### src/rtl/tcq_pkg.sv
// Shared types and constants for the two-class order-preserving ticket queue.
// Used by the control module and the top level; no dependencies.
package tcq_pkg;

   localparam int DEPTH_DEFAULT = 16;
   localparam int TICKET_BITS_DEFAULT = 16;

   localparam int REQ_TICKET_BITS = 16;
   localparam int RSP_FILL_BITS = 5;

   typedef enum logic {
      OP_ADD    = 1'b0,
      OP_REMOVE = 1'b1
   } opcode_type;

   typedef enum logic [1:0] {
      ST_DONE  = 2'd0,
      ST_FULL  = 2'd1,
      ST_EMPTY = 2'd2
   } status_type;

endpackage

### src/rtl/tcq_mem.sv
// Entry store of the ticket queue: simple dual-port memory with a registered read.
// Standalone; no package dependency.
module tcq_mem #(
   parameter int DEPTH = 16,
   parameter int WIDTH = 17
) (
   input  logic                     clock,
   input  logic                     wr_en,
   input  logic [$clog2(DEPTH)-1:0] wr_addr,
   input  logic [WIDTH-1:0]         wr_data,
   input  logic [$clog2(DEPTH)-1:0] rd_addr,
   output logic [WIDTH-1:0]         rd_data
);

   logic [WIDTH-1:0] mem [DEPTH];
   logic [WIDTH-1:0] rd_data_ff;

   always_ff @(posedge clock) begin
      if (wr_en) begin
         mem[wr_addr] <= wr_data;
      end
      rd_data_ff <= mem[rd_addr];
   end

   assign rd_data = rd_data_ff;

endmodule

### src/rtl/tcq_ctrl.sv
// Sequencer of the ticket queue: appends, searches for the oldest entry of the
// wanted class and compacts the memory behind it. Depends on tcq_pkg.
module tcq_ctrl #(
   parameter int DEPTH = 16,
   parameter int TICKET_BITS = 16
) (
   input  logic                                 clock,
   input  logic                                 reset,
   input  logic                                 start,
   output logic                                 busy,
   input  logic                                 req_opcode,
   input  logic [tcq_pkg::REQ_TICKET_BITS-1:0]  req_ticket_in,
   input  logic                                 req_class_in,
   input  logic                                 req_wanted_class,
   output logic                                 rsp_valid,
   output logic [1:0]                           rsp_status,
   output logic [tcq_pkg::REQ_TICKET_BITS-1:0]  rsp_ticket_out,
   output logic                                 rsp_class_out,
   output logic [tcq_pkg::RSP_FILL_BITS-1:0]    rsp_fill_level,
   output logic                                 mem_wr_en,
   output logic [$clog2(DEPTH)-1:0]             mem_wr_addr,
   output logic [TICKET_BITS:0]                 mem_wr_data,
   output logic [$clog2(DEPTH)-1:0]             mem_rd_addr,
   input  logic [TICKET_BITS:0]                 mem_rd_data
);
   import tcq_pkg::*;

   localparam int AW = $clog2(DEPTH);
   localparam int CW = $clog2(DEPTH + 1);

   typedef enum logic {
      S_IDLE,
      S_SCAN
   } state_type;

   state_type              state_ff;
   logic [CW-1:0]          count_ff;
   logic [CW-1:0]          pend_idx_ff;
   logic                   found_ff;
   logic                   want_ff;
   logic [TICKET_BITS-1:0] tout_ff;
   logic                   cout_ff;
   logic                   rsp_valid_ff;
   status_type             rsp_status_ff;
   logic [TICKET_BITS-1:0] rsp_ticket_ff;
   logic                   rsp_class_ff;

   logic                   is_last;
   logic                   is_match;
   logic                   capture;
   logic                   restart;
   logic [TICKET_BITS-1:0] take_ticket;
   logic                   take_class;
   logic [CW-1:0]          count_less_one;

   assign count_less_one = count_ff - CW'(1);
   assign is_last  = (pend_idx_ff == count_less_one);
   assign is_match = (mem_rd_data[TICKET_BITS] == want_ff);
   // The head is always kept so it can be taken when no entry of the class exists.
   assign capture  = !found_ff && (is_match || pend_idx_ff == '0);
   // No match anywhere: take the head and run a shift pass from entry one.
   assign restart  = !found_ff && !is_match && is_last && (count_ff != CW'(1));
   assign take_ticket = capture ? mem_rd_data[TICKET_BITS-1:0] : tout_ff;
   assign take_class  = capture ? mem_rd_data[TICKET_BITS] : cout_ff;

   always_comb begin
      mem_wr_en   = 1'b0;
      mem_wr_addr = AW'(count_ff);
      mem_wr_data = {req_class_in, TICKET_BITS'(req_ticket_in)};
      mem_rd_addr = '0;
      unique case (state_ff)
         S_IDLE: begin
            mem_wr_en = start && (req_opcode == OP_ADD) && (count_ff != CW'(DEPTH));
         end
         S_SCAN: begin
            mem_rd_addr = restart ? AW'(1) : AW'(pend_idx_ff + CW'(1));
            if (found_ff) begin
               mem_wr_en   = 1'b1;
               mem_wr_addr = AW'(pend_idx_ff - CW'(1));
               mem_wr_data = mem_rd_data;
            end
         end
         default: begin
            mem_wr_en = 1'b0;
         end
      endcase
   end

   always_ff @(posedge clock) begin
      if (reset) begin
         state_ff     <= S_IDLE;
         count_ff     <= '0;
         found_ff     <= 1'b0;
         rsp_valid_ff <= 1'b0;
      end else begin
         rsp_valid_ff <= 1'b0;
         unique case (state_ff)
            S_IDLE: begin
               if (start) begin
                  rsp_ticket_ff <= '0;
                  rsp_class_ff  <= 1'b0;
                  if (req_opcode == OP_ADD) begin
                     rsp_valid_ff <= 1'b1;
                     if (count_ff == CW'(DEPTH)) begin
                        rsp_status_ff <= ST_FULL;
                     end else begin
                        rsp_status_ff <= ST_DONE;
                        count_ff      <= count_ff + CW'(1);
                     end
                  end else if (count_ff == '0) begin
                     rsp_valid_ff  <= 1'b1;
                     rsp_status_ff <= ST_EMPTY;
                  end else begin
                     state_ff    <= S_SCAN;
                     pend_idx_ff <= '0;
                     found_ff    <= 1'b0;
                     want_ff     <= req_wanted_class;
                  end
               end
            end
            S_SCAN: begin
               if (capture) begin
                  tout_ff <= mem_rd_data[TICKET_BITS-1:0];
                  cout_ff <= mem_rd_data[TICKET_BITS];
               end
               if (!found_ff && is_match) begin
                  found_ff <= 1'b1;
               end
               if (restart) begin
                  found_ff    <= 1'b1;
                  pend_idx_ff <= CW'(1);
               end else if (is_last) begin
                  state_ff      <= S_IDLE;
                  found_ff      <= 1'b0;
                  count_ff      <= count_less_one;
                  rsp_valid_ff  <= 1'b1;
                  rsp_status_ff <= ST_DONE;
                  rsp_ticket_ff <= take_ticket;
                  rsp_class_ff  <= take_class;
               end else begin
                  pend_idx_ff <= pend_idx_ff + CW'(1);
               end
            end
            default: begin
               state_ff <= S_IDLE;
            end
         endcase
      end
   end

   assign busy           = (state_ff != S_IDLE);
   assign rsp_valid      = rsp_valid_ff;
   assign rsp_status     = rsp_status_ff;
   assign rsp_ticket_out = REQ_TICKET_BITS'(rsp_ticket_ff);
   assign rsp_class_out  = rsp_class_ff;
   assign rsp_fill_level = RSP_FILL_BITS'(count_ff);

endmodule

### src/rtl/two_class_order_preserving_queue.sv
// Add: result strobe on the next cycle; busy never rises.
// Remove: held entries are read one at a time through the single read port. The oldest entry
// of the wanted class is taken, or the head when none exists, and the entries behind it shift.
// Full or empty: result on the next cycle. The receiver cannot stall.
// Synchronous reset empties the queue; memory contents are not cleared.
// Top level of the ticket queue; depends on tcq_pkg, tcq_mem and tcq_ctrl.
module two_class_order_preserving_queue #(
   parameter int DEPTH = tcq_pkg::DEPTH_DEFAULT,
   parameter int TICKET_BITS = tcq_pkg::TICKET_BITS_DEFAULT
) (
   input  logic                                 clock,
   input  logic                                 reset,
   input  logic                                 start,
   output logic                                 busy,
   input  logic                                 req_opcode,
   input  logic [tcq_pkg::REQ_TICKET_BITS-1:0]  req_ticket_in,
   input  logic                                 req_class_in,
   input  logic                                 req_wanted_class,
   output logic                                 rsp_valid,
   output logic [1:0]                           rsp_status,
   output logic [tcq_pkg::REQ_TICKET_BITS-1:0]  rsp_ticket_out,
   output logic                                 rsp_class_out,
   output logic [tcq_pkg::RSP_FILL_BITS-1:0]    rsp_fill_level
);
   import tcq_pkg::*;

   localparam int AW = $clog2(DEPTH);

   logic                 mem_wr_en;
   logic [AW-1:0]        mem_wr_addr;
   logic [TICKET_BITS:0] mem_wr_data;
   logic [AW-1:0]        mem_rd_addr;
   logic [TICKET_BITS:0] mem_rd_data;

   tcq_ctrl #(
      .DEPTH       (DEPTH),
      .TICKET_BITS (TICKET_BITS)
   ) u_ctrl (
      .clock            (clock),
      .reset            (reset),
      .start            (start),
      .busy             (busy),
      .req_opcode       (req_opcode),
      .req_ticket_in    (req_ticket_in),
      .req_class_in     (req_class_in),
      .req_wanted_class (req_wanted_class),
      .rsp_valid        (rsp_valid),
      .rsp_status       (rsp_status),
      .rsp_ticket_out   (rsp_ticket_out),
      .rsp_class_out    (rsp_class_out),
      .rsp_fill_level   (rsp_fill_level),
      .mem_wr_en        (mem_wr_en),
      .mem_wr_addr      (mem_wr_addr),
      .mem_wr_data      (mem_wr_data),
      .mem_rd_addr      (mem_rd_addr),
      .mem_rd_data      (mem_rd_data)
   );

   tcq_mem #(
      .DEPTH (DEPTH),
      .WIDTH (TICKET_BITS + 1)
   ) u_mem (
      .clock   (clock),
      .wr_en   (mem_wr_en),
      .wr_addr (mem_wr_addr),
      .wr_data (mem_wr_data),
      .rd_addr (mem_rd_addr),
      .rd_data (mem_rd_data)
   );

endmodule
### config.mk
export PLATFORM = sky130hd
export DESIGN_NAME = two_class_order_preserving_queue
export DESIGN_NICKNAME = d
export VERILOG_FILES = /design/src/rtl/tcq_pkg.sv /design/src/rtl/tcq_mem.sv /design/src/rtl/tcq_ctrl.sv /design/src/rtl/two_class_order_preserving_queue.sv
export SDC_FILE = /design/constraint.sdc
export NUM_CORES = 1
export LEC_CHECK = 0
export ABC_AREA = 1
export BUFFER_PORTS_ARGS = -buffer_cell sky130_fd_sc_hd__buf_2
export CAP_MARGIN = 15
export CORE_MARGIN = 2
export CORE_UTILIZATION = 54
export CTS_CLUSTER_DIAMETER = 120
export DETAILED_ROUTE_END_ITERATION = 10
export PLACE_DENSITY = 0.71
export REMOVE_ABC_BUFFERS = 1
export SLEW_MARGIN = 5
export SYNTH_ARGS = -nofsm -noshare
export SYNTH_HDL_FRONTEND = slang
export SYNTH_HIERARCHICAL = 1
export SYNTH_SLANG_ARGS = --single-unit
### constraint.sdc
create_clock -name clock -period 5.4 [get_ports clock]
set_input_delay 0.81 -clock clock [delete_from_list [all_inputs] [get_ports clock]]
set_output_delay 0.81 -clock clock [all_outputs]
set_load 0.02 [all_outputs]
==> summary.txt <==
Status
  • Status: completed

Logic synthesis
  • Post-Synthesis Cells: 1472
  • Post-synthesis sequential area ratio: 0.671
  • Largest family of logic cells by synthesized area: simple AND/OR/NAND/NOR gates
  • Synth Warn #: 6
  • Synth Area in Compound Gates: 0.0192
  • Post-Synth XOR/XNOR Area: 0.00592
  • Simple-gate area share of the yosys netlist: 0.208
  • Post-synthesis area per instance: 10.1 um^2
  • Area share of fa/ha/maj cells after synthesis: 0.00507
  • Multiplexer share of the synthesized area: 0
  • Yosys reg bits: 339
  • Cell area after synthesis: 14800 um^2
  • Cell variety after synth: 29

Setup path
  • Kind of critical path: reg2reg
  • CP Data Required Time: 5790 ps
  • Crit-path max FO: 80
  • Worst setup EP type: flip-flop
  • Crit path DAT: 4350 ps
  • CP Launch Type: flip-flop

CTS
  • TritonCTS clock tree: yes
  • CTS max path bufs: 3
  • CTS clk-pin slew, worst paths: 60 ps
  • Hold_buf cts: 0
  • Clock tree sinks: 339
  • Clock latency on the worst-skew pair: 520 ps
  • H-tree levels: 2
  • CTS Buf Count: 36
  • Root buf cell: clkbuf_16
  • # Post-CTS Setup Buffers: 0
  • CTS resizes: 0

Global routing
  • Met2 Usage GRT: 0.403
  • Initial antenna violation count: 0
  • M1 GR Usage: 0.343
  • First-pass GRT wire length: 53.9 mm
  • Largest net degree at the start of global routing: 81
  • Vias in the first global route: 9802
  • All-Layer GR Usage: 0.248
  • Grt peak-use layer: met2
  • Grt ovf: 0
  • Grt met3 use: 0.0387

STA
  • Worst-margin pin slew: 1010 ps
  • Hold WS: 472 ps
  • Relative slew slack: 0.323
  • Final hold vios: 0
  • RSZ-0062 raised after global routing: no
  • Minimum clock period: 3950 ps
  • Fmax: 0.253 GHz
  • Final period util: 0.732
  • Clk_skew: 16.7 ps
  • Total negative slack: 0 ps
  • Slew Viols, Final: 0
  • Setup violators final: 0

Finish
  • Final Cell Area: 16700 um^2
  • Post-layout util: 0.618
  • Share of layout cells above drive strength 1: 0.114
  • Layout net count: 1555
  • Number of diodes: 0
  • Fill count: 2113
  • Commonest non-fill, non-tap cell in the layout: nand2_1
  • Commonest cells after routing, fill and taps aside: nand2_1, edfxtp_1, inv_1, nand3_1, buf_2
  • Layout Area Growth over Synthesis: 12.6%

Place
  • Area post-placement: 15500 um^2
  • Detail Placement HPWL: 18.7 mm
  • Port bufs: 47
  • Global placement routability congestion: 0.862

Detailed routing
  • Initial DRC Count: 1201
  • DR vias/cell: 5.39
  • DR vias: 10200
  • 1st-pass router iterations: 7
  • Remaining DRCs: 0
  • Post-DRT Antenna Nets: 0
  • Final WL: 35.1 mm
  • Average wire per standard cell: 18.5 um

Power and ir drop
  • Final Total Pwr: 5970 uW
  • Leak: 0.00716 uW
  • VDD IR-drop max: 0.000241 V
  • Pwr/cell area: 359 nW/um^2

Floorplanning
  • Die Height: 170 um
  • Starting Density: 0.549
  • I/O Pins: 48
  • Die area: 28700 um^2
  • Core Area: 27000 um^2
  • Die width: 170 um
  • # rows: 60

Flow run
  • Number of max-cap violations: 0

Worst hold path
  • Hold Path Class: in2reg
==> sequential cells by signal, indices dropped and copies added, names as in the netlist, 2 cells and up <==
name / cells
u_ctrl/rsp_status: 2
u_mem/rd_data: 17
u_mem/mem: 272
u_ctrl/tout_ff: 16
u_ctrl/pend_idx_ff: 5
u_ctrl/rsp_fill_level: 5
u_ctrl/rsp_ticket_out: 16
==> worst max-delay path, stage by stage, from the launching register on <==
cell and delay (ps):
dfxtp_1 450, inv_2 110, ha_1 350, nand2_1 80, inv_1 40, nor2_1 70
nand2_1 60, nor2_2 130, nand4_1 120, or2_2 350, a21oi_4 160, buf_4 560
buf_4 780, nand2_1 150, nand3_1 130, nand3_1 100, nand3_1 100, nand2_1 90
==> layer usage <==
| metal | wire length (um) | part of all wire |
|---|---|---|
| met1 | 14300 | 0.41 |
| met2 | 16800 | 0.48 |
| met3 | 2880 | 0.082 |
| met4 | 1080 | 0.031 |
| met5 | 0 | 0 |
==> path summary, 6_finish.rpt <==
kind | to | slack (ps) | start | cells past startpoint
min | u_ctrl/want_ff | 470 | req_wanted_class | 1
max | u_mem/rd_data[2] | 1450 | u_ctrl/rsp_fill_level[0] | 17
max reg2reg | u_mem/rd_data[2] | 1450 | u_ctrl/rsp_fill_level[0] | 17
min reg2reg | u_ctrl/tout_ff[15] | 570 | u_ctrl/tout_ff[15] | 2
==> synth_stat cells <==
master	instances	area share
nand2_1	430	0.11
edfxtp_1	314	0.64
inv_1	260	0.066
nand3_1	224	0.076
nor2_1	53	0.013
o21ai_0	42	0.014
clkbuf_1	27	0.0068
buf_2	26	0.0088
dfxtp_1	25	0.034
a21oi_1	10	0.0034
buf_4	9	0.0046
ha_1	6	0.0051
xor2_1	6	0.0036
inv_2	4	0.0010
nand3_2	4	0.0027
xnor2_1	4	0.0024
buf_1	3	0.00076
buf_6	3	0.0023
clkinv_1	3	0.00076
nand2_2	3	0.0013
nand4_1	3	0.0013
nor2_2	3	0.0013
o21ai_1	3	0.0010
nand3b_1	2	0.0010
a21oi_2	1	0.00059
nor2_4	1	0.00076
nor3_1	1	0.00034
nor4_1	1	0.00042
or2_2	1	0.00042
==> power breakdown <==
group	total, uW	switching, uW	internal [uW]	leakage [uW]
Clock	2360	978	1390	0.000560
Sequential	3010	34.5	2980	0.00305
Combinational	597	427	170	0.00355
==> area by class of cell <==
type,count,area (um^2),area share
Clock buffer,52,1030,0.0621
Multi-Input combinational cell,798,3630,0.218
Tap cell,341,427,0.0256
Inverter,267,1000,0.0603
Timing Repair Buffer,85,520,0.0313
Sequential cell,339,9930,0.596
Clock inverter,14,109,0.00654
==> cells by family after synthesis <==
| group | after synthesis |
|---|---|
| AND/OR/NAND/NOR | 726 |
| flip-flops | 339 |
| buffers and inverters | 335 |
| AO/OA/AOI/OAI | 56 |
| XOR/XNOR | 10 |
| adder cells (fa/ha/maj) | 6 |
==> stage by stage <==
stage	instances	setup WS, ps
floorplan	1404	-4750
global placement	1830	1550
finish	1896	1450
CTS	1896	1450
detailed placement	1830	1480
global route	1896	1090
Note: power is estimated with default switching activity, not from simulation.
